### src/hw/rtl/hrbe_pkg.sv
// ---------------------------------------------------------------------------
// hrbe_pkg
// Types, character constants and field widths for the HTTP body extractor.
// ---------------------------------------------------------------------------
package hrbe_pkg;

    // Counter width default (range 8 to 64)
    localparam int LENGTH_BITS_DEFAULT = 32;

    // Fixed widths of the stream fields
    localparam int BYTE_W  = 8;
    localparam int ANN_W   = 32;
    localparam int S_TDATA_W = 8;
    localparam int M_TDATA_W = 48;

    // Header keyword and terminator
    localparam int KW_LEN     = 16;
    localparam int KW_IDX_W   = 4;
    localparam int TERM_LEN   = 4;
    localparam int TERM_IDX_W = 2;

    localparam logic [BYTE_W-1:0] CHAR_CR = 8'h0D;
    localparam logic [BYTE_W-1:0] CHAR_LF = 8'h0A;
    localparam logic [BYTE_W-1:0] CHAR_0  = 8'h30;
    localparam logic [BYTE_W-1:0] CHAR_9  = 8'h39;

    // "Content-Length: "
    localparam logic [BYTE_W-1:0] KEYWORD [KW_LEN] = '{
        8'h43, 8'h6F, 8'h6E, 8'h74, 8'h65, 8'h6E, 8'h74, 8'h2D,
        8'h4C, 8'h65, 8'h6E, 8'h67, 8'h74, 8'h68, 8'h3A, 8'h20
    };

    localparam logic [BYTE_W-1:0] TERMINATOR [TERM_LEN] = '{
        CHAR_CR, CHAR_LF, CHAR_CR, CHAR_LF
    };

    // Parse phase
    typedef enum logic [1:0] {
        PH_HEADER = 2'd0,
        PH_BODY   = 2'd1,
        PH_DONE   = 2'd2
    } phase_t;

    // One accepted input byte
    typedef struct packed {
        logic              start_of_response;
        logic [BYTE_W-1:0] rx_byte;
    } in_item_t;

    // One result item
    typedef struct packed {
        logic              body_valid;
        logic [BYTE_W-1:0] body_byte;
        logic              body_last;
        phase_t            phase;
        logic              length_found;
        logic [ANN_W-1:0]  announced_length;
    } result_t;

endpackage

### src/hw/rtl/hrbe_in_stage.sv
// ---------------------------------------------------------------------------
// hrbe_in_stage
// Input register: captures one byte transfer and holds it until the parser
// hands it on to the result register.
// ---------------------------------------------------------------------------
module hrbe_in_stage (
    input  logic                           aclk,
    input  logic                           aresetn,
    input  logic                           s_tvalid,
    output logic                           s_tready,
    input  logic [hrbe_pkg::S_TDATA_W-1:0] s_tdata,
    input  logic                           s_tuser,
    input  logic                           advance,
    output logic                           item_valid,
    output hrbe_pkg::in_item_t             item
);
    import hrbe_pkg::*;

    logic     valid_reg;
    logic     valid_next;
    in_item_t item_reg;

    // Take a new byte whenever the held one leaves or none is held
    assign s_tready   = !valid_reg || advance;
    assign valid_next = s_tready ? s_tvalid : valid_reg;

    always_ff @(posedge aclk) begin
        if (!aresetn) begin
            valid_reg <= 1'b0;
        end else begin
            valid_reg <= valid_next;
        end
    end

    // Load the payload on each input transfer
    always_ff @(posedge aclk) begin
        if (s_tvalid && s_tready) begin
            item_reg.start_of_response <= s_tuser;
            item_reg.rx_byte           <= s_tdata[BYTE_W-1:0];
        end
    end

    assign item_valid = valid_reg;
    assign item       = item_reg;

endmodule

### src/hw/rtl/hrbe_parser.sv
// ---------------------------------------------------------------------------
// hrbe_parser
// Parse state and per-byte update: keyword and terminator matchers, decimal
// length accumulator, body byte counter and phase sequencing.
// ---------------------------------------------------------------------------
module hrbe_parser #(
    parameter int LENGTH_BITS = hrbe_pkg::LENGTH_BITS_DEFAULT
) (
    input  logic               aclk,
    input  logic               aresetn,
    input  logic               advance,
    input  hrbe_pkg::in_item_t item,
    output hrbe_pkg::result_t  result
);
    import hrbe_pkg::*;

    localparam logic [LENGTH_BITS-1:0] LEN_MAX = {LENGTH_BITS{1'b1}};

    // State registers
    phase_t                  phase_reg,   phase_next;
    logic [TERM_IDX_W-1:0]   term_reg,    term_next;
    logic [KW_IDX_W-1:0]     kw_reg,      kw_next;
    logic                    reading_reg, reading_next;
    logic                    seen_reg,    seen_next;
    logic [LENGTH_BITS-1:0]  len_reg,     len_next;
    logic [LENGTH_BITS-1:0]  passed_reg,  passed_next;

    // State as seen by this byte, after an optional restart
    phase_t                  phase_cur;
    logic [TERM_IDX_W-1:0]   term_cur;
    logic [KW_IDX_W-1:0]     kw_cur;
    logic                    reading_cur;
    logic                    seen_cur;
    logic [LENGTH_BITS-1:0]  len_cur;
    logic [LENGTH_BITS-1:0]  passed_cur;

    logic [BYTE_W-1:0]        rx;
    logic [LENGTH_BITS+3:0]   len_scaled;
    logic                     term_hit;
    logic                     body_done;
    logic [LENGTH_BITS+ANN_W-1:0] len_ext;

    assign rx = item.rx_byte;

    // Restart clears everything before the byte is handled
    always_comb begin
        if (item.start_of_response) begin
            phase_cur   = PH_HEADER;
            term_cur    = '0;
            kw_cur      = '0;
            reading_cur = 1'b0;
            seen_cur    = 1'b0;
            len_cur     = '0;
            passed_cur  = '0;
        end else begin
            phase_cur   = phase_reg;
            term_cur    = term_reg;
            kw_cur      = kw_reg;
            reading_cur = reading_reg;
            seen_cur    = seen_reg;
            len_cur     = len_reg;
            passed_cur  = passed_reg;
        end
    end

    // length * 10 + digit; the digit is the low nibble of an ASCII digit
    assign len_scaled = ({4'b0, len_cur} << 3) + ({4'b0, len_cur} << 1)
                      + {{LENGTH_BITS{1'b0}}, rx[3:0]};

    // Matchers and counters
    always_comb begin
        term_next    = term_cur;
        kw_next      = kw_cur;
        reading_next = reading_cur;
        seen_next    = seen_cur;
        len_next     = len_cur;
        passed_next  = passed_cur;
        term_hit     = 1'b0;
        body_done    = 1'b0;

        if (phase_cur == PH_HEADER) begin
            // Accumulate digits, saturating; any other byte ends the run
            if (reading_cur) begin
                if (rx inside {[CHAR_0:CHAR_9]}) begin
                    if (len_scaled[LENGTH_BITS+3:LENGTH_BITS] != 4'b0) begin
                        len_next = LEN_MAX;
                    end else begin
                        len_next = len_scaled[LENGTH_BITS-1:0];
                    end
                end else begin
                    reading_next = 1'b0;
                end
            end

            // Search the keyword until its first occurrence
            if (!seen_cur) begin
                if (rx == KEYWORD[kw_cur]) begin
                    if (kw_cur == KW_IDX_W'(KW_LEN - 1)) begin
                        seen_next    = 1'b1;
                        reading_next = 1'b1;
                        kw_next      = '0;
                    end else begin
                        kw_next = kw_cur + KW_IDX_W'(1);
                    end
                end else if (rx == KEYWORD[0]) begin
                    kw_next = KW_IDX_W'(1);
                end else begin
                    kw_next = '0;
                end
            end

            // Watch for the blank line that closes the header
            if (rx == TERMINATOR[term_cur]) begin
                if (term_cur == TERM_IDX_W'(TERM_LEN - 1)) begin
                    term_next    = '0;
                    term_hit     = 1'b1;
                    reading_next = 1'b0;
                end else begin
                    term_next = term_cur + TERM_IDX_W'(1);
                end
            end else if (rx == CHAR_CR) begin
                term_next = TERM_IDX_W'(1);
            end else begin
                term_next = '0;
            end
        end else if (phase_cur == PH_BODY) begin
            // Count body bytes, wrapping at the counter width
            passed_next = passed_cur + LENGTH_BITS'(1);
            body_done   = (passed_next >= len_cur);
        end
    end

    // Phase sequencing
    always_comb begin
        case (phase_cur)
            PH_HEADER: begin
                if (term_hit) begin
                    phase_next = (seen_next && (len_next != '0)) ? PH_BODY : PH_DONE;
                end else begin
                    phase_next = PH_HEADER;
                end
            end
            PH_BODY:   phase_next = body_done ? PH_DONE : PH_BODY;
            PH_DONE:   phase_next = PH_DONE;
            default:   phase_next = PH_HEADER;
        endcase
    end

    assign len_ext = {{ANN_W{1'b0}}, len_next};

    // Result for this byte
    always_comb begin
        result.body_valid       = (phase_cur == PH_BODY);
        result.body_byte        = (phase_cur == PH_BODY) ? rx : '0;
        result.body_last        = body_done;
        result.phase            = phase_next;
        result.length_found     = seen_next;
        result.announced_length = len_ext[ANN_W-1:0];
    end

    // Commit state when the byte moves to the result register
    always_ff @(posedge aclk) begin
        if (!aresetn) begin
            phase_reg   <= PH_HEADER;
            term_reg    <= '0;
            kw_reg      <= '0;
            reading_reg <= 1'b0;
            seen_reg    <= 1'b0;
            len_reg     <= '0;
            passed_reg  <= '0;
        end else if (advance) begin
            phase_reg   <= phase_next;
            term_reg    <= term_next;
            kw_reg      <= kw_next;
            reading_reg <= reading_next;
            seen_reg    <= seen_next;
            len_reg     <= len_next;
            passed_reg  <= passed_next;
        end
    end

endmodule

### src/hw/rtl/hrbe_out_stage.sv
// ---------------------------------------------------------------------------
// hrbe_out_stage
// Result register: holds one result until the downstream side takes it and
// packs it onto the master stream.
// ---------------------------------------------------------------------------
module hrbe_out_stage (
    input  logic                           aclk,
    input  logic                           aresetn,
    input  logic                           load,
    input  hrbe_pkg::result_t              result,
    output logic                           can_load,
    output logic                           m_tvalid,
    input  logic                           m_tready,
    output logic [hrbe_pkg::M_TDATA_W-1:0] m_tdata,
    output logic                           m_tlast,
    output logic                           m_tuser
);
    import hrbe_pkg::*;

    localparam int PAD_W = M_TDATA_W - (BYTE_W + 2 + 1 + ANN_W);

    logic    valid_reg;
    logic    valid_next;
    result_t res_reg;

    // Free when empty or when the held result leaves this cycle
    assign can_load   = !valid_reg || m_tready;
    assign valid_next = load ? 1'b1 : (m_tready ? 1'b0 : valid_reg);

    always_ff @(posedge aclk) begin
        if (!aresetn) begin
            valid_reg <= 1'b0;
        end else begin
            valid_reg <= valid_next;
        end
    end

    always_ff @(posedge aclk) begin
        if (load) begin
            res_reg <= result;
        end
    end

    // Pack: body_byte, phase, length_found, announced_length, zero fill
    assign m_tvalid = valid_reg;
    assign m_tdata  = {{PAD_W{1'b0}}, res_reg.announced_length, res_reg.length_found,
                       res_reg.phase, res_reg.body_byte};
    assign m_tlast  = res_reg.body_last;
    assign m_tuser  = res_reg.body_valid;

endmodule

### src/hw/rtl/http_response_body_extractor_top.sv
// ---------------------------------------------------------------------------
// http_response_body_extractor_top
// Byte-wide HTTP response parser that extracts the body using Content-Length.
// ---------------------------------------------------------------------------
// Usage:
//   Slave stream takes one response byte per transfer in s_tdata; s_tuser
//   high restarts the parse before that byte is handled.
//   Master stream gives one result per input byte: m_tuser marks a body
//   byte, m_tlast the byte that completes the announced length, and m_tdata
//   carries the byte, the phase after it, the length-found flag and the
//   length parsed so far.
//   A byte passes the input register, then the result register; one byte
//   is taken every cycle while the receiver keeps up, since the parse
//   state updates in a single step per byte.
//   Reset clears the parse state to header phase and empties both
//   registers. When the receiver stalls, the result is held, the input
//   register still fills, and s_tready drops once both are occupied.
//   After the header with no or zero length, and after the last body byte,
//   bytes give non-body results until the next restart.
// ---------------------------------------------------------------------------
module http_response_body_extractor_top #(
    parameter int LENGTH_BITS = hrbe_pkg::LENGTH_BITS_DEFAULT
) (
    input  logic                           aclk,
    input  logic                           aresetn,
    input  logic                           s_tvalid,
    output logic                           s_tready,
    input  logic [hrbe_pkg::S_TDATA_W-1:0] s_tdata,   // [7:0] rx_byte
    input  logic                           s_tuser,   // [0] start_of_response
    output logic                           m_tvalid,
    input  logic                           m_tready,
    output logic [hrbe_pkg::M_TDATA_W-1:0] m_tdata,   // [7:0] body_byte,
                                                      // [9:8] phase,
                                                      // [10] length_found,
                                                      // [42:11] announced_length,
                                                      // [47:43] zero
    output logic                           m_tlast,   // body_last
    output logic                           m_tuser    // [0] body_valid
);
    import hrbe_pkg::*;

    logic     item_valid;
    in_item_t item;
    logic     out_free;
    logic     advance;
    result_t  result;

    // Move a byte through the parser when the result register is free
    assign advance = item_valid && out_free;

    hrbe_in_stage u_in_stage (
        .aclk       (aclk),
        .aresetn    (aresetn),
        .s_tvalid   (s_tvalid),
        .s_tready   (s_tready),
        .s_tdata    (s_tdata),
        .s_tuser    (s_tuser),
        .advance    (advance),
        .item_valid (item_valid),
        .item       (item)
    );

    hrbe_parser #(
        .LENGTH_BITS (LENGTH_BITS)
    ) u_parser (
        .aclk    (aclk),
        .aresetn (aresetn),
        .advance (advance),
        .item    (item),
        .result  (result)
    );

    hrbe_out_stage u_out_stage (
        .aclk     (aclk),
        .aresetn  (aresetn),
        .load     (advance),
        .result   (result),
        .can_load (out_free),
        .m_tvalid (m_tvalid),
        .m_tready (m_tready),
        .m_tdata  (m_tdata),
        .m_tlast  (m_tlast),
        .m_tuser  (m_tuser)
    );

endmodule

### config.mk
export PLATFORM = sky130hd
export DESIGN_NAME = http_response_body_extractor_top
export DESIGN_NICKNAME = d
export VERILOG_FILES = /design/src/hw/rtl/hrbe_pkg.sv /design/src/hw/rtl/hrbe_in_stage.sv /design/src/hw/rtl/hrbe_parser.sv /design/src/hw/rtl/hrbe_out_stage.sv /design/src/hw/rtl/http_response_body_extractor_top.sv
export SDC_FILE = /design/constraint.sdc
export NUM_CORES = 1
export LEC_CHECK = 0
export BUFFER_PORTS_ARGS = -buffer_cell sky130_fd_sc_hd__buf_2
export CAP_MARGIN = 10
export CORE_MARGIN = 5
export CORE_UTILIZATION = 57
export CTS_CLUSTER_DIAMETER = 40
export DETAILED_ROUTE_END_ITERATION = 6
export MAX_ROUTING_LAYER = met4
export PLACE_DENSITY_LB_ADDON = 0.05
export SLEW_MARGIN = 20
export SYNTH_ARGS = -nofsm -noshare
export SYNTH_HDL_FRONTEND = slang
export SYNTH_SLANG_ARGS = --single-unit
### constraint.sdc
create_clock -name aclk -period 5.7 [get_ports aclk]
set_clock_uncertainty 0.1 [all_clocks]
set_input_delay 0.285 -clock aclk [delete_from_list [all_inputs] [get_ports aclk]]
set_output_delay 0.285 -clock aclk [all_outputs]
set_load 0.01 [all_outputs]
=== After elaboration in Yosys (flattened, before gate mapping) ===
Memories as Yosys holds them, arrays and structs flattened.
Cells that the tools add are included.

* Add/subtract/negate cells: 5
* $lt $le $gt $ge: 5
* Equality and inequality tests: 8
* Muxes and demuxes: 50
* Bitwise operators: 2
* Reduce and logical (&&, ||, !) cells: 12

{| class="wikitable"
|+ Operators with widths
! kind !! number
|-
| $mux W32 || 8
|-
| $add A35 B33 Y36 || 1
|-
| $add A36 B4 Y36 || 1
|-
| $add A32 B1 Y32 const B || 1
|-
| $ge A32 B32 Y1 || 1
|-
| $mux W8 || 4
|-
| $reduce_bool A32 Y1 || 1
|-
| $mux W1 || 23
|-
| $mux W4 || 5
|-
| $bmux W8 S2 || 1
|-
| $eq A8 B8 Y1 || 2
|-
| $mux W2 || 8
|-
| $eq A8 B4 Y1 const B || 1
|-
| $eq A8 B7 Y1 const B || 1
|-
| $ge A8 B6 Y1 const B || 1
|-
| $le A8 B6 Y1 const B || 1
|-
| $pmux W2 S3 || 1
|-
| $ge A5 B5 Y1 const B || 1
|-
| $not A4 Y5 || 1
|-
| $add A4 B1 Y4 const B || 1
|-
| $eq A2 B2 Y1 const B || 2
|-
| $eq A4 B4 Y1 const B || 1
|-
| $logic_and A1 B1 Y1 || 4
|-
| $reduce_bool A4 Y1 || 1
|-
| 8 further kinds || 10
|}

* Register bits after elaboration: 130
* ROM bits: 128
* Bits of input ports: 13
* Word-level logic and storage cells: 100
* Memories: 1

{| class="wikitable"
|+ Memory list
! name !! depth !! width !! rd ports !! clocked after memory_dff !! wr ports !! RTL line !! source
|-
| (no name shown) || 16 || 8 || 1 || 0 || 0 || hrbe_parser.sv:97 || <nowiki>if (rx == KEYWORD[kw_cur]) begin</nowiki>
|}

=== Longest topological paths before layout ===
Gate-level depths: netlist of run 1.

* Word-level depth: 13
* Depth in mapped cells: 27

=== Modules after synthesis ===
A second synthesis of run 1 with hierarchy kept.

* Cells, all modules: 1,245
* Area total of the unflattened synthesis: 10,440.0 µm²

{| class="wikitable"
|+ By module, submodules not included
! module !! times used !! cells each !! area an instance (µm²)
|-
| hrbe_parser || 1 || 1,175 || 8,664.6
|-
| hrbe_out_stage || 1 || 55 || 1,441.4
|-
| hrbe_in_stage || 1 || 14 || 327.8
|-
| http_response_body_extractor_top || 1 || 1 || 6.3
|}

=== Worst setup path after synthesis of run 1 ===
OpenSTA, ideal clock, no wires.

* Path kind: reg2reg
* From: register u_in_stage.item_reg (netlist bit u_in_stage.item[8])
* To: register u_out_stage.res_reg (netlist bit u_out_stage.m_tdata[9]) (data pin)
* Library setup time: 0.259 ns
* Data arrival time: 5.606 ns
* Path slack: -0.265 ns
* Cell stages (with the launch flop): 28
* Clock period less this slack: 5.965 ns
* Cell sequence: edfxtp_1 -> buf_2 -> buf_1 -> clkbuf_1 -> clkbuf_1 -> clkbuf_1 -> clkbuf_1 -> nor2b_1 -> ha_1 -> and4_1 -> buf_2 -> or3b_1 -> nor3_4 -> nand4b_1 -> nor4_2 -> nand2_1 -> xnor2_1 -> ha_1 -> a21o_1 -> a21o_1 -> a21o_1 -> a21o_1 -> a21o_1 -> a211oi_1 -> a21oi_1 -> mux2i_1 -> nor2_1 -> or2_1

{| class="wikitable"
|+ RTL lines
! element !! RTL line !! source
|-
| start, declared || hrbe_in_stage.sv:21 || <nowiki>in_item_t item_reg;</nowiki>
|-
| end signal, assigned || hrbe_out_stage.sv:40 || <nowiki>res_reg <= result;</nowiki>
|-
| end, declared || hrbe_out_stage.sv:24 || <nowiki>result_t res_reg;</nowiki>
|}

==> results of run 1 <==
cells by family (layout without fill, tap and decap cells):
kind of cell / Yosys count / in the layout / synth area share
compound gates: 395 / 395 / 0.244
xor+xnor: 56 / 56 / 0.0452
fa+ha+maj: 102 / 102 / 0.118
buf+inv: 136 / 195 / 0.0510
flops: 130 / 130 / 0.290
mux: 10 / 10 / 0.00923
other cells: 1 / 6 / 0.000346
simple gates: 521 / 521 / 0.242
layer usage:
layer	up-vias	GRT usage
met5	-	-
met4	0	0.0744
met3	51	0.0521
met2	449	0.490
met1	4959	0.404
li1	5021	-
synth_stat cells, drive strengths merged (5+ instances only):
cell type  instances  area share
clkbuf            58       0.020
a21oi             83       0.039
nand4             25       0.014
ha               101        0.12
edfxtp            54        0.15
o22ai              6      0.0040
nand2b             9      0.0052
nor2             107       0.038
nand2            154       0.053
mux2i             10      0.0092
nor3b             15       0.010
o21a               8      0.0055
a21boi            41       0.028
a31oi             17       0.010
nor2b             46       0.027
o21bai             7      0.0048
a22oi             25       0.017
dfxtp             76        0.14
xor2              30       0.024
nor3              30       0.015
or3               11      0.0068
buf               26       0.013
a2111oi            7      0.0075
a21o              34       0.024
and2              26       0.015
a41oi              5      0.0040
a211oi            11      0.0081
o211ai            11      0.0081
inv               52       0.018
nor4              10      0.0077
xnor2             26       0.021
nand3             54       0.026
o21ai             96       0.044
and3              11      0.0063
area by class of cell:
type	count	area (sq um)
Antenna cell	1	2.50
Multi-Input combinational cell	1089	7200
Clock buffer	17	425
Clock inverter	14	188
Tap cell	234	293
Sequential cell	130	3140
Timing Repair Buffer	112	731
Fill cell	1634	6530
Inverter	52	196
repair_timing:
action,CTS,global route
hold buffers,10,0
setup endpoints to repair,0,3
gates resized for setup,0,2
hold endpoints to repair,10,0
setup buffers,0,0
per-stage QoR:
stage                     setup slack, ns  total power [mW]  hold slack [ns]  cells  cell area (sq um)
after floorplan                  0.000955              1.18            0.284   1355              10900
after global placement              0.417              1.25            0.351   1607              11400
after detailed placement            0.377              1.25            0.356   1607              11400
after CTS                           0.331              2.41           0.0892   1648              12200
after global routing              0.00794              2.46            0.120   1649              12200
final                               0.357              2.40            0.103   1649              12200
critical path, delay by kind of cell, from the launching register on:
| kind | cells | cell delay, ns |
|---|---|---|
| compound gates | 6 | 2.02 |
| xor+xnor | 1 | 0.12 |
| fa+ha+maj | 2 | 0.79 |
| buf+inv | 2 | 0.28 |
| flops | 1 | 0.39 |
| simple gates | 6 | 1.37 |
worst min path at each step:
stage | from | to | slack (ns) | cells past startpoint
5_1_grt | m_tready | u_out_stage.m_tvalid | 0.12 | 3
2_1_floorplan | s_tdata[0] | u_in_stage.item[0] | 0.28 | 0
3_5_place_dp | u_parser.term_reg[1] | u_parser.term_reg[1] | 0.36 | 2
4_1_cts | m_tready | u_out_stage.m_tvalid | 0.09 | 3
6_report | m_tready | u_out_stage.m_tvalid | 0.10 | 3
3_3_place_gp | u_parser.term_reg[1] | u_parser.term_reg[1] | 0.35 | 2
power by group through the flow:
stage          Combinational (mW)  Clock [mW]  Sequential, mW
6_report                    0.227        1.16            1.01
3_5_place_dp                0.218           0            1.03
3_3_place_gp                0.217           0            1.03
2_1_floorplan               0.148           0            1.03
5_1_grt                     0.247        1.20            1.01
4_1_cts                     0.225        1.17            1.01
==> results.yml, run 1 <==
sta:
  fmax_mhz: 187
  fin_crit_sh: 0.937
  final_max_slew_viol_count: 0
  fin_crit_ns: 5.34
  setup_violations: 0
  grt_setup_unrepaired: "no"
  worstMarginPinSlew_ns: 0.990
  setup_tns_ns: 0
  slew_headroom: 0.338
  hold_viol_final: 0
floorplanning:
  coreArea_sq_mm: 0.0187
  die-height_microns: 148
  ios: 65
  fp.dieW_microns: 148
  num_rows: 50
  die_area_sq_mm: 0.0219
  initial_utilization: 0.580
drt:
  route.met3.wl_microns: 2310
  post-route-drc-count: 0
  ant_nets: 0
  vias_per_cell: 6.36
  wl_met2_microns: 15100
  totalWireLength_microns: 32900
  drtIter0Drc: 1041
  wl_met1_microns: 14700
  wl_per_cell_microns: 20.0
  vias: 10500
  drtPass1Iterations: 6
  highest_layer: "met4"
global_routing:
  grt_pass1_vias: 9670
  grt_first_pass_wirelength_microns: 51900
  antenna_found_initial: 1
  grtUsageTotal: 0.305
  grt-ovfl-total: 0
  grt_max_degree: 78
yosys:
  ys_seq_area_frac: 0.290
  ys.flop_type: "dfxtp_1"
  ys_ff_latch: 130
  ys_types: 97
  synth_edf_count: 54
  syn-cell-area_sq_mm: 0.0108
  syn_inst: 1351
  avgSynthCellArea_sq_um: 8.03
  yosysWarnings: 0
  synthArstFlopShare: 0
critical_path:
  crit_arrival_ns: 5.40
  end_kind: "register"
  crit_path_end: "u_out_stage.m_tdata[8]"
  r2r_setup_slack_ns: 0.36
  r2r_start: "u_in_stage.item[8]"
  crit_path_max_fanout: 14
  r2r-end: "u_out_stage.m_tdata[8]"
  max_stage_delay_ns: 0.61
  worstSetupStartpointType: "register"
  path_cells: "buf_4, nor2b_1, xor2_1, ha_1, inv_1, fa_1, nand2b_1, a21o_1, a2111oi_1, o21ai_0, and2_1, a311o_1, a2111o_1, nor4_1, o2111ai_1, nor2_1, nor3b_1"
  cpMaxStageDelayCell: "a2111oi_1"
  crit_start: "u_in_stage.item[8]"
  crit_type: "register to register"
  crit_required_ns: 5.76
  rr_worst_depth: 17
finish:
  layout.nets: 1517
  final_common_cell: "nand2_1"
  final_cell_mix: "154 x nand2_1, 106 x nor2_1, 100 x ha_1, 94 x o21ai_0, 82 x a21oi_1"
  syn_to_final_growth_pct: 12.3
  largest_reg_flops: 43
  drive_gt1_frac: 0.118
  post-route-util: 0.651
cts:
  cts_root_buffer: "clkbuf_16"
  cts_buffer_depth: 2
  clk_pin_slew_ns: 0.06
  clkSinkCount: 130
  cts_buffers: 17
  clock_latency_ns: 0.43
  tritoncts: "built"
  htree_levels: 4
placement:
  port_buffers: 59
  dp.final_hpwl_microns: 24800
  gp_congestion: 0.980
status:
  status: "complete, no violations"
power:
  leakage_nw: 5.17
  p_sw_frac: 0.248
  clock_power_share: 0.484
  powerDensity_mw_per_mm2: 197
  p_switching_mw: 0.594
  ir_drop_uv: 229
  p_int_mw: 1.80
  pwr-share-comb: 0.095
  sequentialPowerShare: 0.422
run:
  cap_violations: 0
worst_hold_path:
  hold_path.class: "input port to register"
(Power assumes the default switching activity.)
==> run 2, diff against run 1 <==
--- a/config.mk
+++ b/config.mk
@@ -7,8 +7,10 @@
 export LEC_CHECK = 0
 export BUFFER_PORTS_ARGS = -buffer_cell sky130_fd_sc_hd__buf_2
 export CAP_MARGIN = 10
+export CELL_PAD_IN_SITES_DETAIL_PLACEMENT = 2
+export CELL_PAD_IN_SITES_GLOBAL_PLACEMENT = 2
 export CORE_MARGIN = 5
-export CORE_UTILIZATION = 57
+export CORE_UTILIZATION = 34
 export CTS_CLUSTER_DIAMETER = 40
 export DETAILED_ROUTE_END_ITERATION = 6
 export MAX_ROUTING_LAYER = met4
==> results.yml, run 2 (synthesis results as in run 1) <==
power:
  leakage_nw: 5.26
  p_total_mw: 2.42
  powerDensity_mw_per_mm2: 193
  ir_drop_uv: 209
sta:
  fin_crit_sh: 0.963
  grt_setup_unrepaired: "no"
  fmax_mhz: 182
  setup_violations: 0
  slew_headroom: 0.451
  final_max_slew_viol_count: 0
  fin_crit_ns: 5.49
  worstMarginPinSlew_ns: 0.812
  setup_tns_ns: 0
  hold_slack_ns: 0.0874
  hold_viol_final: 0
finish:
  layout.nets: 1532
  syn_to_final_growth_pct: 15.3
  final_cell_mix: "154 x nand2_1, 105 x nor2_1, 100 x ha_1, 93 x o21ai_0, 82 x a21oi_1"
  final_common_cell: "nand2_1"
  finalNonFillerCells: 1832
  n_antenna_cell: 0
  largest_reg_flops: 43
  drive_gt1_frac: 0.127
global_routing:
  grt_first_pass_wirelength_microns: 67900
  grtUsageTotal: 0.250
  grt-ovfl-total: 0
  antenna_found_initial: 0
  grt_max_degree: 78
  grt_pass1_vias: 11300
drt:
  post-route-drc-count: 0
  totalWireLength_microns: 44200
  ant_nets: 0
  wl_per_cell_microns: 24.1
  drtIter0Drc: 540
  vias: 10700
  vias_per_cell: 5.84
  drtPass1Iterations: 5
cts:
  htree_levels: 4
  clk_pin_slew_ns: 0.06
  cts_root_buffer: "clkbuf_16"
  tritoncts: "built"
  clock_latency_ns: 0.45
  cts_buffers: 17
  clkSinkCount: 130
  cts_buffer_depth: 2
floorplanning:
  coreArea_sq_mm: 0.0316
  num_rows: 65
  initial_utilization: 0.344
  ios: 65
  fp.dieW_microns: 189
  die-height_microns: 189
  die_area_sq_mm: 0.0356
run:
  cap_violations: 0
critical_path:
  end_kind: "register"
  crit_type: "register to register"
  crit_path_max_fanout: 6
  crit_arrival_ns: 5.57
  crit_required_ns: 5.79
  worstSetupStartpointType: "register"
placement:
  port_buffers: 59
  dp.cells: 1784
  gp_congestion: 0.916
  dp.final_hpwl_microns: 33800
worst_hold_path:
  hold_path.class: "input port to register"
status:
  status: "complete, no violations"
## run 2: cell types whose count changed in the layout (fill, tap and decap cells not counted), moves of 2 or more
cell	previous run	this run
clkinv_1	2	0
buf_4	42	54
bufinv_16	4	0
clkbuf_8	0	2
clkbuf_16	17	21
clkinv_4	3	0
inv_4	0	2
clkbuf_1	0	4
clkinvlp_4	2	0
## run 2: final timing paths
check | startpoint | endpoint | slack (ns) | cells past startpoint
setup reg to reg | u_in_stage.item[8] | u_out_stage.m_tdata[8] | 0.21 | 16
setup / recovery | u_in_stage.item[8] | u_out_stage.m_tdata[8] | 0.21 | 16
hold / removal | m_tready | u_out_stage.m_tvalid | 0.09 | 3
hold reg to reg | u_parser.len_reg[3] | u_parser.len_reg[3] | 0.37 | 2
## run 2: per-stage QoR
step / setup WS (ns) / area, sq um / util
2_1_floorplan: 0.000955 / 10900 / -
3_3_place_gp: 0.274 / 11700 / 0.372
3_5_place_dp: 0.164 / 11700 / 0.372
4_1_cts: 0.105 / 12400 / 0.394
5_1_grt: 0.00165 / 12500 / 0.396
6_report: 0.213 / 12500 / 0.396
## run 2: layout make-up
| type | instances | area (sq um) |
|---|---|---|
| tap | 402 | 503 |
| fill | 3657 | 19000 |
| inverter | 52 | 196 |
| clock buffer | 27 | 568 |
| sequential | 130 | 3140 |
| timing repair buffer | 125 | 826 |
| multi-input combinational | 1091 | 7240 |
| clock inverter | 5 | 31.3 |
## run 2: what timing repair did
action                                 in CTS  in global routing
setup buffers                               0                  4
setup endpoints to repair                   0                  4
endpoints found under the hold margin      10                  0
resized for setup                           0                  8
hold buffers                               10                  0
## run 2: metal layers
layer  track usage  wire length [microns]  vias to the layer above
met3        0.0258                   1170                       38
met5             -                      0                        -
met4        0.0650                    852                        0
met1         0.340                  21500                     5416
li1              -                      -                     5062
met2         0.401                  20700                      174
## run 2: power by group
part           internal (mW)  leakage [nW]  switching [mW]  total (mW)
combinational         0.0853          3.83           0.163       0.248
sequential             0.994          1.12          0.0183        1.01
clock                  0.686         0.299           0.471        1.16
## run 2: worst max-delay path, cell delays in order, from the launching register on
cell       delay, ns
edfxtp_1        0.48
nor2b_1         0.45
xor2_1          0.18
ha_1            0.36
inv_1           0.07
fa_1            0.45
nand2b_1        0.21
a21o_1          0.21
a2111oi_1       0.65
o21ai_0         0.20
and2_1          0.22
a311o_1         0.38
a2111o_1        0.38
nor4_1          0.32
o2111ai_1       0.26
nor2_1          0.23
nor3b_1         0.08
